$ cat src/gmcp_pkg.sv
// shared constants and control types for the grid minimum-cost path block
package gmcp_pkg;

	localparam int CELL_W       = 4;
	localparam int COST_W       = 12;
	localparam int COLS_W       = 7;
	localparam int GRID_ROWS    = 3;
	localparam int MAX_COLS_DEF = 64;

	localparam logic [COLS_W-1:0] COLS_RESET = 7'd64;
	localparam logic [COST_W-1:0] COST_INF   = 12'hFFF;

	// top level to solver
	typedef struct packed {
		logic start;
		logic res_free;
	} gmcp_ctl_t;

	// solver to top level
	typedef struct packed {
		logic busy;
		logic res_valid;
	} gmcp_sts_t;

endpackage

$ cat src/gmcp_if.sv
// valid/ready channels for grid cells and path costs
interface gmcp_cell_if;
	import gmcp_pkg::*;
	logic              valid;
	logic              ready;
	logic [CELL_W-1:0] cell_value;
	logic              last_cell;

	modport source (output valid, output cell_value, output last_cell, input ready);
	modport sink   (input valid, input cell_value, input last_cell, output ready);
endinterface

interface gmcp_cost_if;
	import gmcp_pkg::*;
	logic              valid;
	logic              ready;
	logic [COST_W-1:0] path_cost;

	modport source (output valid, output path_cost, input ready);
	modport sink   (input valid, input path_cost, output ready);
endinterface

$ cat src/gmcp_cell_mem.sv
// grid cell store, one write port and one registered read port
module gmcp_cell_mem
	import gmcp_pkg::*;
#(
	parameter int MAX_COLS = MAX_COLS_DEF
) (
	input  logic                                      clk,
	input  logic                                      we,
	input  logic [$clog2(GRID_ROWS*MAX_COLS)-1:0]     waddr,
	input  logic [CELL_W-1:0]                         wdata,
	input  logic [$clog2(GRID_ROWS*MAX_COLS)-1:0]     raddr,
	output logic [CELL_W-1:0]                         rdata
);

	localparam int DEPTH = GRID_ROWS * MAX_COLS;

	logic [CELL_W-1:0] mem_q [DEPTH];
	logic [CELL_W-1:0] rdata_q;

	always_ff @(posedge clk) begin
		if (we) begin
			mem_q[waddr] <= wdata;
		end
		rdata_q <= mem_q[raddr];
	end

	assign rdata = rdata_q;

endmodule

$ cat src/gmcp_solver.sv
// relaxation sequencer with cost store and one shared add/compare unit
module gmcp_solver
	import gmcp_pkg::*;
#(
	parameter int MAX_COLS = MAX_COLS_DEF
) (
	input  logic                                  clk,
	input  logic                                  arst_n,
	input  gmcp_ctl_t                             ctl,
	input  logic [COLS_W-1:0]                     col_count,
	output logic [$clog2(GRID_ROWS*MAX_COLS)-1:0] cell_raddr,
	input  logic [CELL_W-1:0]                     cell_rdata,
	output gmcp_sts_t                             sts,
	output logic [COST_W-1:0]                     result
);

	localparam int DEPTH = GRID_ROWS * MAX_COLS;
	localparam int IW    = $clog2(DEPTH);
	localparam int CW    = $clog2(MAX_COLS + 1);
	localparam int CCW   = (MAX_COLS > 1) ? $clog2(MAX_COLS) : 1;

	localparam logic [2:0] NB_RIGHT = 3'd0;
	localparam logic [2:0] NB_DOWN  = 3'd1;
	localparam logic [2:0] NB_LEFT  = 3'd2;
	localparam logic [2:0] NB_UP    = 3'd3;
	localparam logic [2:0] NB_DONE  = 3'd4;

	typedef enum logic [7:0] {
		ST_IDLE   = 8'b0000_0001,
		ST_BASE   = 8'b0000_0010,
		ST_INIT   = 8'b0000_0100,
		ST_SELF   = 8'b0000_1000,
		ST_NB     = 8'b0001_0000,
		ST_WR     = 8'b0010_0000,
		ST_FIN_RD = 8'b0100_0000,
		ST_FIN    = 8'b1000_0000
	} gmcp_state_t;

	gmcp_state_t       state_q;
	logic [IW-1:0]     idx_q;
	logic [1:0]        row_q;
	logic [CCW-1:0]    col_q;
	logic [CW-1:0]     cols_q;
	logic [IW-1:0]     last_idx_q;
	logic [CELL_W-1:0] base_q;
	logic [CELL_W-1:0] ec_q;
	logic [COST_W-1:0] best_q;
	logic              imp_q;
	logic              changed_q;
	logic [2:0]        nb_q;
	logic              nv_s1;

	logic [COST_W-1:0] cost_mem_q [DEPTH];
	logic [COST_W-1:0] cost_rd_q;

	logic [CW-1:0]     cols_clamp;
	logic [IW:0]       cells_total;
	logic              has_right;
	logic              has_down;
	logic              has_left;
	logic              has_up;
	logic              nb_ok;
	logic [IW-1:0]     nb_addr;
	logic [COST_W:0]   cand;
	logic              cost_we;
	logic [COST_W-1:0] cost_wdata;
	logic [IW-1:0]     cost_raddr;
	logic              col_wrap;

	function automatic logic [CELL_W-1:0] abs_diff(input logic [CELL_W-1:0] a,
	                                               input logic [CELL_W-1:0] b);
		abs_diff = (a > b) ? (a - b) : (b - a);
	endfunction

	// column count of zero runs as one, anything above the store width is capped
	always_comb begin
		if (col_count == '0) begin
			cols_clamp = CW'(1);
		end else if (col_count > COLS_W'(MAX_COLS)) begin
			cols_clamp = CW'(MAX_COLS);
		end else begin
			cols_clamp = CW'(col_count);
		end
		cells_total = (IW+1)'(cols_clamp) + (IW+1)'(cols_clamp) + (IW+1)'(cols_clamp);
	end

	assign has_right = (CW'(col_q) + CW'(1)) < cols_q;
	assign has_down  = row_q != 2'(GRID_ROWS - 1);
	assign has_left  = col_q != '0;
	assign has_up    = row_q != '0;
	assign col_wrap  = (CW'(col_q) + CW'(1)) == cols_q;

	always_comb begin
		case (nb_q)
			NB_RIGHT: begin
				nb_ok   = has_right;
				nb_addr = idx_q + IW'(1);
			end
			NB_DOWN: begin
				nb_ok   = has_down;
				nb_addr = idx_q + IW'(cols_q);
			end
			NB_LEFT: begin
				nb_ok   = has_left;
				nb_addr = idx_q - IW'(1);
			end
			NB_UP: begin
				nb_ok   = has_up;
				nb_addr = idx_q - IW'(cols_q);
			end
			default: begin
				nb_ok   = 1'b0;
				nb_addr = idx_q;
			end
		endcase
	end

	// pull form: this cell's cost against neighbour cost plus this cell's entry cost
	assign cand = {1'b0, cost_rd_q} + (COST_W+1)'(ec_q);

	always_comb begin
		cost_we    = 1'b0;
		cost_wdata = best_q;
		case (state_q)
			ST_INIT: begin
				cost_we    = 1'b1;
				cost_wdata = (idx_q == '0) ? '0 : COST_INF;
			end
			ST_WR: begin
				cost_we = imp_q;
			end
			default: begin
				cost_we = 1'b0;
			end
		endcase
	end

	always_comb begin
		case (state_q)
			ST_SELF: cost_raddr = idx_q;
			ST_NB:   cost_raddr = nb_addr;
			default: cost_raddr = last_idx_q;
		endcase
	end

	assign cell_raddr = (state_q == ST_BASE) ? '0 : idx_q;

	always_ff @(posedge clk) begin
		if (cost_we) begin
			cost_mem_q[idx_q] <= cost_wdata;
		end
		cost_rd_q <= cost_mem_q[cost_raddr];
	end

	always_ff @(posedge clk) begin
		case (state_q)
			ST_INIT: begin
				if (idx_q == '0) begin
					base_q <= cell_rdata;
				end
			end
			ST_NB: begin
				if (nb_q == NB_RIGHT) begin
					best_q <= cost_rd_q;
					ec_q   <= abs_diff(cell_rdata, base_q);
				end else if (nv_s1 && (cand < {1'b0, best_q})) begin
					best_q <= cand[COST_W-1:0];
				end
			end
			default: begin
			end
		endcase
	end

	always_ff @(posedge clk or negedge arst_n) begin
		if (!arst_n) begin
			state_q    <= ST_IDLE;
			idx_q      <= '0;
			row_q      <= '0;
			col_q      <= '0;
			cols_q     <= CW'(1);
			last_idx_q <= '0;
			imp_q      <= 1'b0;
			changed_q  <= 1'b0;
			nb_q       <= NB_RIGHT;
			nv_s1      <= 1'b0;
		end else begin
			case (state_q)
				ST_IDLE: begin
					if (ctl.start) begin
						cols_q     <= cols_clamp;
						last_idx_q <= IW'(cells_total - (IW+1)'(1));
						idx_q      <= '0;
						state_q    <= ST_BASE;
					end
				end
				ST_BASE: begin
					state_q <= ST_INIT;
				end
				ST_INIT: begin
					if (idx_q == last_idx_q) begin
						idx_q     <= '0;
						row_q     <= '0;
						col_q     <= '0;
						changed_q <= 1'b0;
						state_q   <= ST_SELF;
					end else begin
						idx_q <= idx_q + IW'(1);
					end
				end
				ST_SELF: begin
					nb_q    <= NB_RIGHT;
					state_q <= ST_NB;
				end
				ST_NB: begin
					nv_s1 <= nb_ok;
					if (nb_q == NB_RIGHT) begin
						imp_q <= 1'b0;
					end else if (nv_s1 && (cand < {1'b0, best_q})) begin
						imp_q <= 1'b1;
					end
					if (nb_q == NB_DONE) begin
						state_q <= ST_WR;
					end else begin
						nb_q <= nb_q + 3'd1;
					end
				end
				ST_WR: begin
					if (idx_q == last_idx_q) begin
						idx_q <= '0;
						row_q <= '0;
						col_q <= '0;
						changed_q <= 1'b0;
						// another sweep only if this one lowered something
						state_q <= (changed_q || imp_q) ? ST_SELF : ST_FIN_RD;
					end else begin
						changed_q <= changed_q | imp_q;
						idx_q     <= idx_q + IW'(1);
						if (col_wrap) begin
							col_q <= '0;
							row_q <= row_q + 2'd1;
						end else begin
							col_q <= col_q + CCW'(1);
						end
						state_q <= ST_SELF;
					end
				end
				ST_FIN_RD: begin
					state_q <= ST_FIN;
				end
				ST_FIN: begin
					if (ctl.res_free) begin
						state_q <= ST_IDLE;
					end
				end
				default: begin
					state_q <= ST_IDLE;
				end
			endcase
		end
	end

	assign sts.busy      = state_q != ST_IDLE;
	assign sts.res_valid = (state_q == ST_FIN) && ctl.res_free;
	assign result        = cost_rd_q;

endmodule

$ cat src/grid_min_cost_path.sv
// Grid minimum-cost path. Cells of a 3-row grid arrive one word per cycle in row-major order
// and are written to the cell store; the word flagged last_cell starts the solve and the
// block then drops ready until the solve is done. The solve first initialises the cost
// store, then runs a relaxation sweep over every cell, sweeps repeating until one lowers
// no cost (at most 3*cols + 1 sweeps), then reads out the bottom-right cost. Each cell is
// relaxed by stepping the single cost store read port through a self read and four
// neighbour reads, then written back. A finished cost waits in an output register, so
// loading of the next grid carries on while it is unclaimed.
module grid_min_cost_path
	import gmcp_pkg::*;
#(
	parameter int MAX_COLS = MAX_COLS_DEF
) (
	input  logic              clk,
	input  logic              arst_n,
	input  logic              cfg_we,
	input  logic [COLS_W-1:0] cfg_wdata,
	gmcp_cell_if.sink         grid,
	gmcp_cost_if.source       cost
);

	localparam int DEPTH = GRID_ROWS * MAX_COLS;
	localparam int IW    = $clog2(DEPTH);
	localparam int LCW   = $clog2(DEPTH + 1);

	logic [COLS_W-1:0] col_count_q;
	logic [LCW-1:0]    load_cnt_q;
	logic              out_valid_q;
	logic [COST_W-1:0] path_cost_q;

	gmcp_ctl_t         ctl;
	gmcp_sts_t         sts;
	logic              accept;
	logic              cell_we;
	logic [IW-1:0]     cell_raddr;
	logic [CELL_W-1:0] cell_rdata;
	logic [COST_W-1:0] result;

	assign grid.ready   = !sts.busy;
	assign accept       = grid.valid && grid.ready;
	// cells past the end of the store are dropped
	assign cell_we      = accept && (load_cnt_q < LCW'(DEPTH));
	assign ctl.start    = accept && grid.last_cell;
	assign ctl.res_free = !out_valid_q || cost.ready;

	always_ff @(posedge clk or negedge arst_n) begin
		if (!arst_n) begin
			col_count_q <= COLS_RESET;
			load_cnt_q  <= '0;
			out_valid_q <= 1'b0;
		end else begin
			if (cfg_we) begin
				col_count_q <= cfg_wdata;
			end
			if (accept) begin
				if (grid.last_cell) begin
					load_cnt_q <= '0;
				end else if (cell_we) begin
					load_cnt_q <= load_cnt_q + LCW'(1);
				end
			end
			if (sts.res_valid) begin
				out_valid_q <= 1'b1;
			end else if (cost.ready) begin
				out_valid_q <= 1'b0;
			end
		end
	end

	always_ff @(posedge clk) begin
		if (sts.res_valid) begin
			path_cost_q <= result;
		end
	end

	assign cost.valid     = out_valid_q;
	assign cost.path_cost = path_cost_q;

	gmcp_cell_mem #(
		.MAX_COLS (MAX_COLS)
	) u_cell_mem (
		.clk   (clk),
		.we    (cell_we),
		.waddr (load_cnt_q[IW-1:0]),
		.wdata (grid.cell_value),
		.raddr (cell_raddr),
		.rdata (cell_rdata)
	);

	gmcp_solver #(
		.MAX_COLS (MAX_COLS)
	) u_solver (
		.clk        (clk),
		.arst_n     (arst_n),
		.ctl        (ctl),
		.col_count  (col_count_q),
		.cell_raddr (cell_raddr),
		.cell_rdata (cell_rdata),
		.sts        (sts),
		.result     (result)
	);

endmodule

$ cat src/flat_wrapper.sv
// flat-port wrapper written by rule: the top's interface ports become plain ports
module grid_min_cost_path_flat import gmcp_pkg::*;
#(
	parameter int MAX_COLS = MAX_COLS_DEF
)
  (clk, arst_n, cfg_we, cfg_wdata, grid_valid, grid_cell_value, grid_last_cell, grid_ready, cost_valid, cost_path_cost, cost_ready);
  gmcp_cell_if grid_i ();
  gmcp_cost_if cost_i ();
  input  logic clk;
  input  logic arst_n;
  input  logic cfg_we;
  input  logic [COLS_W-1:0] cfg_wdata;
  input wire logic [$bits(grid_i.valid)-1:0] grid_valid;
  input wire logic [$bits(grid_i.cell_value)-1:0] grid_cell_value;
  input wire logic [$bits(grid_i.last_cell)-1:0] grid_last_cell;
  output wire logic [$bits(grid_i.ready)-1:0] grid_ready;
  output wire logic [$bits(cost_i.valid)-1:0] cost_valid;
  output wire logic [$bits(cost_i.path_cost)-1:0] cost_path_cost;
  input wire logic [$bits(cost_i.ready)-1:0] cost_ready;
  assign grid_i.valid = grid_valid;
  assign grid_i.cell_value = grid_cell_value;
  assign grid_i.last_cell = grid_last_cell;
  assign grid_ready = grid_i.ready;
  assign cost_valid = cost_i.valid;
  assign cost_path_cost = cost_i.path_cost;
  assign cost_i.ready = cost_ready;
  grid_min_cost_path #(.MAX_COLS(MAX_COLS)) u_core (.clk(clk), .arst_n(arst_n), .cfg_we(cfg_we), .cfg_wdata(cfg_wdata), .grid(grid_i), .cost(cost_i));
endmodule
$ cat config.mk
export PLATFORM = sky130hd
export DESIGN_NAME = grid_min_cost_path_flat
export DESIGN_NICKNAME = d
export VERILOG_FILES = /design/src/gmcp_pkg.sv /design/src/gmcp_if.sv /design/src/gmcp_cell_mem.sv /design/src/gmcp_solver.sv /design/src/grid_min_cost_path.sv /design/src/flat_wrapper.sv
export SDC_FILE = /design/constraint.sdc
export NUM_CORES = 2
export LEC_CHECK = 0
export ABC_AREA = 0
export BUFFER_PORTS_ARGS = -buffer_cell sky130_fd_sc_hd__buf_2
export CORE_MARGIN = 2
export CORE_UTILIZATION = 40
export DETAILED_ROUTE_END_ITERATION = 8
export PLACE_DENSITY_LB_ADDON = 0.25
export SETUP_SLACK_MARGIN = 0.15
export SLEW_MARGIN = 0
export SYNTH_ARGS = -nofsm -noshare
export SYNTH_HDL_FRONTEND = slang
export SYNTH_HIERARCHICAL = 1
export SYNTH_SLANG_ARGS = --single-unit
$ cat constraint.sdc
create_clock -name clk -period 13.7 [get_ports clk]
set_input_delay 1.37 -clock clk [delete_from_list [all_inputs] [get_ports clk]]
set_output_delay 1.37 -clock clk [all_outputs]
set_load 0.02 [all_outputs]
# Yosys cells after proc, flatten, opt, wreduce, memory -nomap -nowiden

Memory sizes are Yosys's and may differ from the RTL's. A register that Yosys moved wholly into a read port is not among the register bits.
Index checks and enable logic that the tools add are counted.

Register bits: 93
Latch bits: 0
Bits in writable memories: 3072
ROM bits: 0
Bits of input ports: 17
Output and inout bits: 14
Word-level logic and storage cells: 138
Memories: 2

Memory list:

| name                       | depth | bits a word | rd ports | clocked after memory_dff | write ports | line                | RTL |
|---|---|---|---|---|---|---|---|
| u_core.u_solver.cost_mem_q | 192   | 12          | 1        | 1                        | 1           | gmcp_solver.sv:53   | `logic [COST_W-1:0] cost_mem_q [DEPTH];` |
| u_core.u_cell_mem.mem_q    | 192   | 4           | 1        | 1                        | 1           | gmcp_cell_mem.sv:17 | `logic [CELL_W-1:0] mem_q [DEPTH];` |

Add/subtract/negate cells: 15
Multipliers: 0
Div/mod/pow operators: 0
Magnitude comparators: 5
Eq/ne operators: 22
Shifts and indexed selects: 0
Mux-type cells: 45
Bitwise logic cells: 1
Reduce and logical (&&, ||, !) cells: 31

Operator list:

| kind                                                                   | number |
|---|---|
| 8-bit two-way mux                                                      | 9 |
| 8-bit case mux with 8 select lines                                     | 1 |
| 12-bit two-way mux                                                     | 4 |
| 8-bit case mux with 2 select lines                                     | 2 |
| 8-bit case mux with 4 select lines                                     | 1 |
| 7-bit two-way mux                                                      | 4 |
| 6-bit two-way mux                                                      | 3 |
| 8-bit by 1-bit adder with 8-bit output (second input constant)         | 2 |
| 8-bit by 7-bit adder with 8-bit output                                 | 2 |
| 2-bit AND reduction                                                    | 8 |
| 8-bit by 1-bit subtractor with 8-bit output (second input constant)    | 2 |
| 2-bit nonzero test                                                     | 7 |
| 12-bit by 4-bit adder with 13-bit output                               | 1 |
| 13-bit by 12-bit less-than comparator with 1-bit output                | 1 |
| 6-bit case mux with 2 select lines                                     | 1 |
| 1-bit two-way mux                                                      | 10 |
| 2-bit inequality test (second input constant)                          | 5 |
| 7-bit by 7-bit adder with 8-bit output                                 | 1 |
| 8-bit by 1-bit equality test with 1-bit output (second input constant) | 1 |
| 8-bit by 2-bit equality test with 1-bit output (second input constant) | 1 |
| 8-bit by 3-bit equality test with 1-bit output (second input constant) | 1 |
| 8-bit by 4-bit equality test with 1-bit output (second input constant) | 1 |
| 8-bit by 5-bit equality test with 1-bit output (second input constant) | 1 |
| 8-bit by 6-bit equality test with 1-bit output (second input constant) | 1 |
| other kinds (38)                                                       | 49 |

# Logic depth before layout (Yosys ltp)

Word-level depth: 6
Depth in mapped cells: 23

# By module

The synthesis kept the hierarchy.

Modules (own cells, without submodules):

| module             | instances | cells each | area an instance (um^2) |
|---|---|---|---|
| gmcp_solver        | 1         | 6902       | 96807.8 |
| gmcp_cell_mem      | 1         | 1551       | 30630.6 |
| grid_min_cost_path | 1         | 75         | 1111.1 |

# Worst setup path after synthesis

OpenSTA, ideal clock, no wires.

Kind: reg2reg
Start: register u_core.u_solver.state_q[4]
End: memory u_core.u_solver.cost_mem_q[0][10], data pin
Library setup time: 1.234 ns
Arrival: 7.543 ns
Data required time: 12.466 ns
Slack: 4.923 ns
Stages on the path, launching flop included: 8
Buffers on the path: 2
Path through: dfrtp_1 clkbuf_1 or2_2 or4_1 nor3b_1 inv_1 clkbuf_1 a21oi_1

Cells in the longest elaborated chain, start to end: 2

RTL lines:

| what                                           | line               | RTL |
|---|---|---|
| start, declared                                | gmcp_solver.sv:39  | `gmcp_state_t state_q;` |
| start signal, assigned                         | gmcp_solver.sv:235 | `state_q <= (changed_q \|\| imp_q) ? ST_SELF : ST_FIN_RD;` |
| 8-bit by 3-bit equality test with 1-bit output | gmcp_solver.sv:124 | `case (state_q)` |
| 12-bit two-way mux                             | gmcp_solver.sv:124 |  |
| named net u_core.u_solver.cost_wdata[10]       | gmcp_solver.sv:66  | `logic [COST_W-1:0] cost_wdata;` |
| end, declared                                  | gmcp_solver.sv:53  |  |

The timed path passes the listed nets, and every way through them passes these cells.

# Final worst setup path

Start: register u_core.u_solver.nb_q[2]
End: register u_core.u_solver.cost_rd_q[8], in the netlist u_core/u_solver/result[8], read port of u_core.u_solver.cost_mem_q

Cells in the longest elaborated chain, start to end: 3

RTL lines:

| what                                                                   | line               | RTL |
|---|---|---|
| start, declared                                                        | gmcp_solver.sv:50  | `logic [2:0] nb_q;` |
| start signal, assigned                                                 | gmcp_solver.sv:225 | `nb_q <= nb_q + 3'd1;` |
| 3-bit by 2-bit equality test with 1-bit output (tied with other cells) | gmcp_solver.sv:94  | `case (nb_q)` |
| 8-bit case mux with 4 select lines (*)                                 | gmcp_solver.sv:94  |  |
| 8-bit case mux with 2 select lines (*)                                 | gmcp_solver.sv:139 | `case (state_q)` |
| end, declared                                                          | gmcp_solver.sv:54  | `logic [COST_W-1:0] cost_rd_q;` |

Mark *: on every way between the ends. The rest lies on a longest branch, timed or not.
A chain may end at the register's enable or synchronous reset.

==> flow_metrics.tcl <==
set metrics [dict create \
    status "finished, violations left" \
    violations "DRC, capacitance limit, slew limit" \
    htreeDepth 5 \
    drv_cap 1 \
    numClockSinks 3181 \
    clockRootBuffer "clkbuf_16" \
    n_fill_cell 27828 \
    grtUsageTotal_pct 22.59 \
    hold_buffers 0 \
    drive_above_1_share_pct 11.88 \
    total_power_mw 28.64 \
    initial_core_util_pct 40.13 \
    die_x_um 570.9 \
    postSynthCellCount 8528 \
    critPathKind "reg2reg" \
    clock_latency_ns 0.88 \
    ctsResizeCount 0 \
    clock_skew_ns 0.09588 \
    cts_buffer_depth 4 \
    slew_headroom_pct -3.206 \
    final_nets 8639 \
    cp-end-kind "flip-flop" \
    wl_per_cell_um 28.66 \
    synthDistinctLibCells 91 \
    routed_wirelength_um 375700 \
    tightest_slew_ns 1.527 \
    die_y_um 570.9 \
    antenna_left 0 \
    rsz0062_at_grt "false" \
    grt_pass1_vias 73988 \
    gp_congestion 0.8996 \
    post-place-ws_ns 6.672 \
    drcViolationCount 1 \
    ys.flop_type "edfxtp_1" \
    startpoint_type "flip-flop" \
    dpl.hpwl_um 219200 \
    timing.final.crit_share_pct 52.75 \
    finalSetupViolCount 0 \
    grt_max_degree 193 \
    tritoncts "yes" \
    area_growth_pct 12.34 \
    syn-num-nets 8610 \
    dieArea_mm2 0.3259 \
    ys_seq_area_share_pct 73.95 \
    rows 208 \
    synth_edf_count 3104 \
    cellPowerDensity_mw_per_mm2 198.3 \
    port_buffers 30 \
    fin_util_pct 45.08 \
    syn_area_mm2 0.1285 \
    num_vias 77176 \
    reg2regPathDepth 19 \
    overflow 0 \
    stdcell_area_mm2 0.1444 \
    vias_per_cell 5.886 \
    final_common_cell "edfxtp_1" \
    ys_async_sr_fraction_pct 1.918 \
    grt_pass1_wl_um 540000 \
    setup_tns_ns 0 \
    path_max_fanout 46 \
    drt_iter0_drc 9708 \
    path_clk_slew_ns 0.06 \
    setup_slack_ns 6.473 \
    fmax_ghz 0.1384 \
    ir_worst_vdd_mv 0.1923 \
    hold_violations 0 \
    synth_seq_cells 3181 \
    cts_setup_buffers 0 \
    ys_warn_count 6 \
    ios 31 \
    antenna_found_initial 7 \
    avgSynthCellArea_um2 15.07 \
    worst_ep_required_time_ns 14.39 \
    critPathArrivalTime_ns 7.91 \
    hold_class "in2async" \
    multiInputGateArea_mm2 0.03080 \
    final_cell_mix "3,104 x edfxtp_1, 1,334 x nand2_1, 459 x nor2_1" \
    slew_violations 2 \
    numCtsBuffers 332 \
    total_leakage_power_nw 47.04 \
    dr.pass1.iters 9 \
    postPlaceCellArea_mm2 0.1339 \
    register_area_mm2 0.09506 \
    fin_crit_ns 7.227 \
    core_area_mm2 0.3204 \
]
-- critical path, stage by stage, from the launching register on --
cell,delay (ns)
dfrtp_1,0.54
inv_1,0.13
ha_1,0.44
nand2b_1,0.31
nor3_1,0.17
nor2_1,0.07
ha_1,0.34
xor2_1,0.18
o21ai_0,0.10
a31oi_1,0.20
or2_4,0.48
buf_4,0.41
nor2_4,0.34
buf_4,0.58
buf_4,0.76
nand3_1,0.15
nand4_1,0.18
nand2_1,0.14
nor4bb_1,1.26
a211oi_1,0.12
-- through the flow --
| step | cells | hold WS [ns] |
|---|---|---|
| floorplan | 8528 | 0.4148 |
| global placement | 12525 | 0.4795 |
| detailed placement | 12526 | 0.4826 |
| CTS | 13103 | 0.3180 |
| global route | 13107 | 0.3452 |
| finish | 13111 | 0.3658 |
-- state kept, by name, indices dropped and copies added, names as in the netlist, 4 cells and up --
| register | flops |
|---|---|
| u_core/load_cnt_q | 8 |
| u_core/cost.path_cost | 12 |
| u_core/u_solver/last_idx_q | 8 |
| u_core/u_solver/cols_q | 7 |
| u_core/u_cell_mem/mem_q | 768 |
| u_core/col_count_q | 7 |
| u_core/u_solver/cost_mem_q | 2304 |
| u_core/u_cell_mem/rdata | 4 |
| u_core/u_solver/base_q | 4 |
| u_core/u_solver/result | 12 |
| u_core/u_solver/state_q | 8 |
| u_core/u_solver/best_q | 12 |
| u_core/u_solver/ec_q | 4 |
| u_core/u_solver/col_q | 6 |
| u_core/u_solver/idx_q | 8 |
-- power by group --
group | total [mW] | internal (mW) | switching (mW)
registers | 11.5 | 11.3 | 0.216
logic | 8.37 | 2.31 | 6.06
clock network | 8.79 | 5.11 | 3.68
total | 28.6 | 18.7 | 9.96
-- cell usage after synthesis, drive strengths merged (29+ instances only) --
master / n / area [um^2]
a221oi: 36 / 315.3
a211oi: 245 / 1844
o21ai: 123 / 615.6
clkbuf: 356 / 1336
a22oi: 74 / 555.5
nor2: 470 / 1764
buf: 243 / 1398
nand4: 106 / 663.1
nor2b: 29 / 181.4
o211ai: 59 / 442.9
a311oi: 110 / 963.4
mux2: 32 / 360.4
mux2i: 317 / 3173
mux4: 188 / 4234
nand3: 333 / 1667
edfxtp: 3104 / 93210
a31oi: 146 / 913.4
dfrtp: 58 / 1451
ha: 61 / 763.2
and3: 254 / 1589
nand2: 1348 / 5079
nor3: 64 / 320.3
a21oi: 217 / 1086
a32oi: 134 / 1181
inv: 69 / 259.0
-- routing by layer --
layer / up-vias / part of all wire [%] / global-route usage (%)
met4: 4 / 4.1 / 8.510
met5: - / 0.028 / 0
met1: 39713 / 41 / 31.47
li1: 33138 / - / -
met3: 652 / 8.5 / 3.704
met2: 3669 / 47 / 35.61
-- final timing paths --
check	from	end	slack [ns]
worst max-delay path	u_core/u_solver/nb_q[2]$_DFFE_PN0P_	u_core/u_solver/result[8]$_DFF_P_	6.47
worst min-delay path	arst_n	u_core/col_count_q[3]$_DFFE_PN0P_	0.37
worst max register to register	u_core/u_solver/nb_q[2]$_DFFE_PN0P_	u_core/u_solver/result[8]$_DFF_P_	6.47
worst min register to register	u_core/u_solver/row_q[0]$_DFFE_PN0P_	u_core/u_solver/row_q[0]$_DFFE_PN0P_	0.49
max in group asynchronous	arst_n	u_core/u_solver/idx_q[4]$_DFFE_PN0P_	12.31
min in group clk	u_core/u_solver/row_q[0]$_DFFE_PN0P_	u_core/u_solver/row_q[0]$_DFFE_PN0P_	0.49
-- cell type report --
type / instances / share of cell area (%)
repair buffers: 294 / 1.684
well taps: 4305 / 3.730
clock inverters: 153 / 1.002
clock buffers: 424 / 6.237
multi-input cells: 4678 / 21.33
inverters: 70 / 0.1819
diodes: 6 / 0.01040
flip-flops and latches: 3181 / 65.82
-- logic make-up (layout without fill, tap and decap cells) --
logic type	Yosys count	count (layout)	share of synthesized area [%]
AOI/OAI and AO/OA	1329	1329	7.389
xor gates and xnor gates	44	44	0.2998
adders and majority gates	65	65	0.6560
buffers and inverters	669	941	2.331
DFF	3181	3181	73.95
muxes	537	537	6.042
other	0	6	0
and+or+nand+nor	2703	2703	9.333
(Power assumes the default switching activity.)
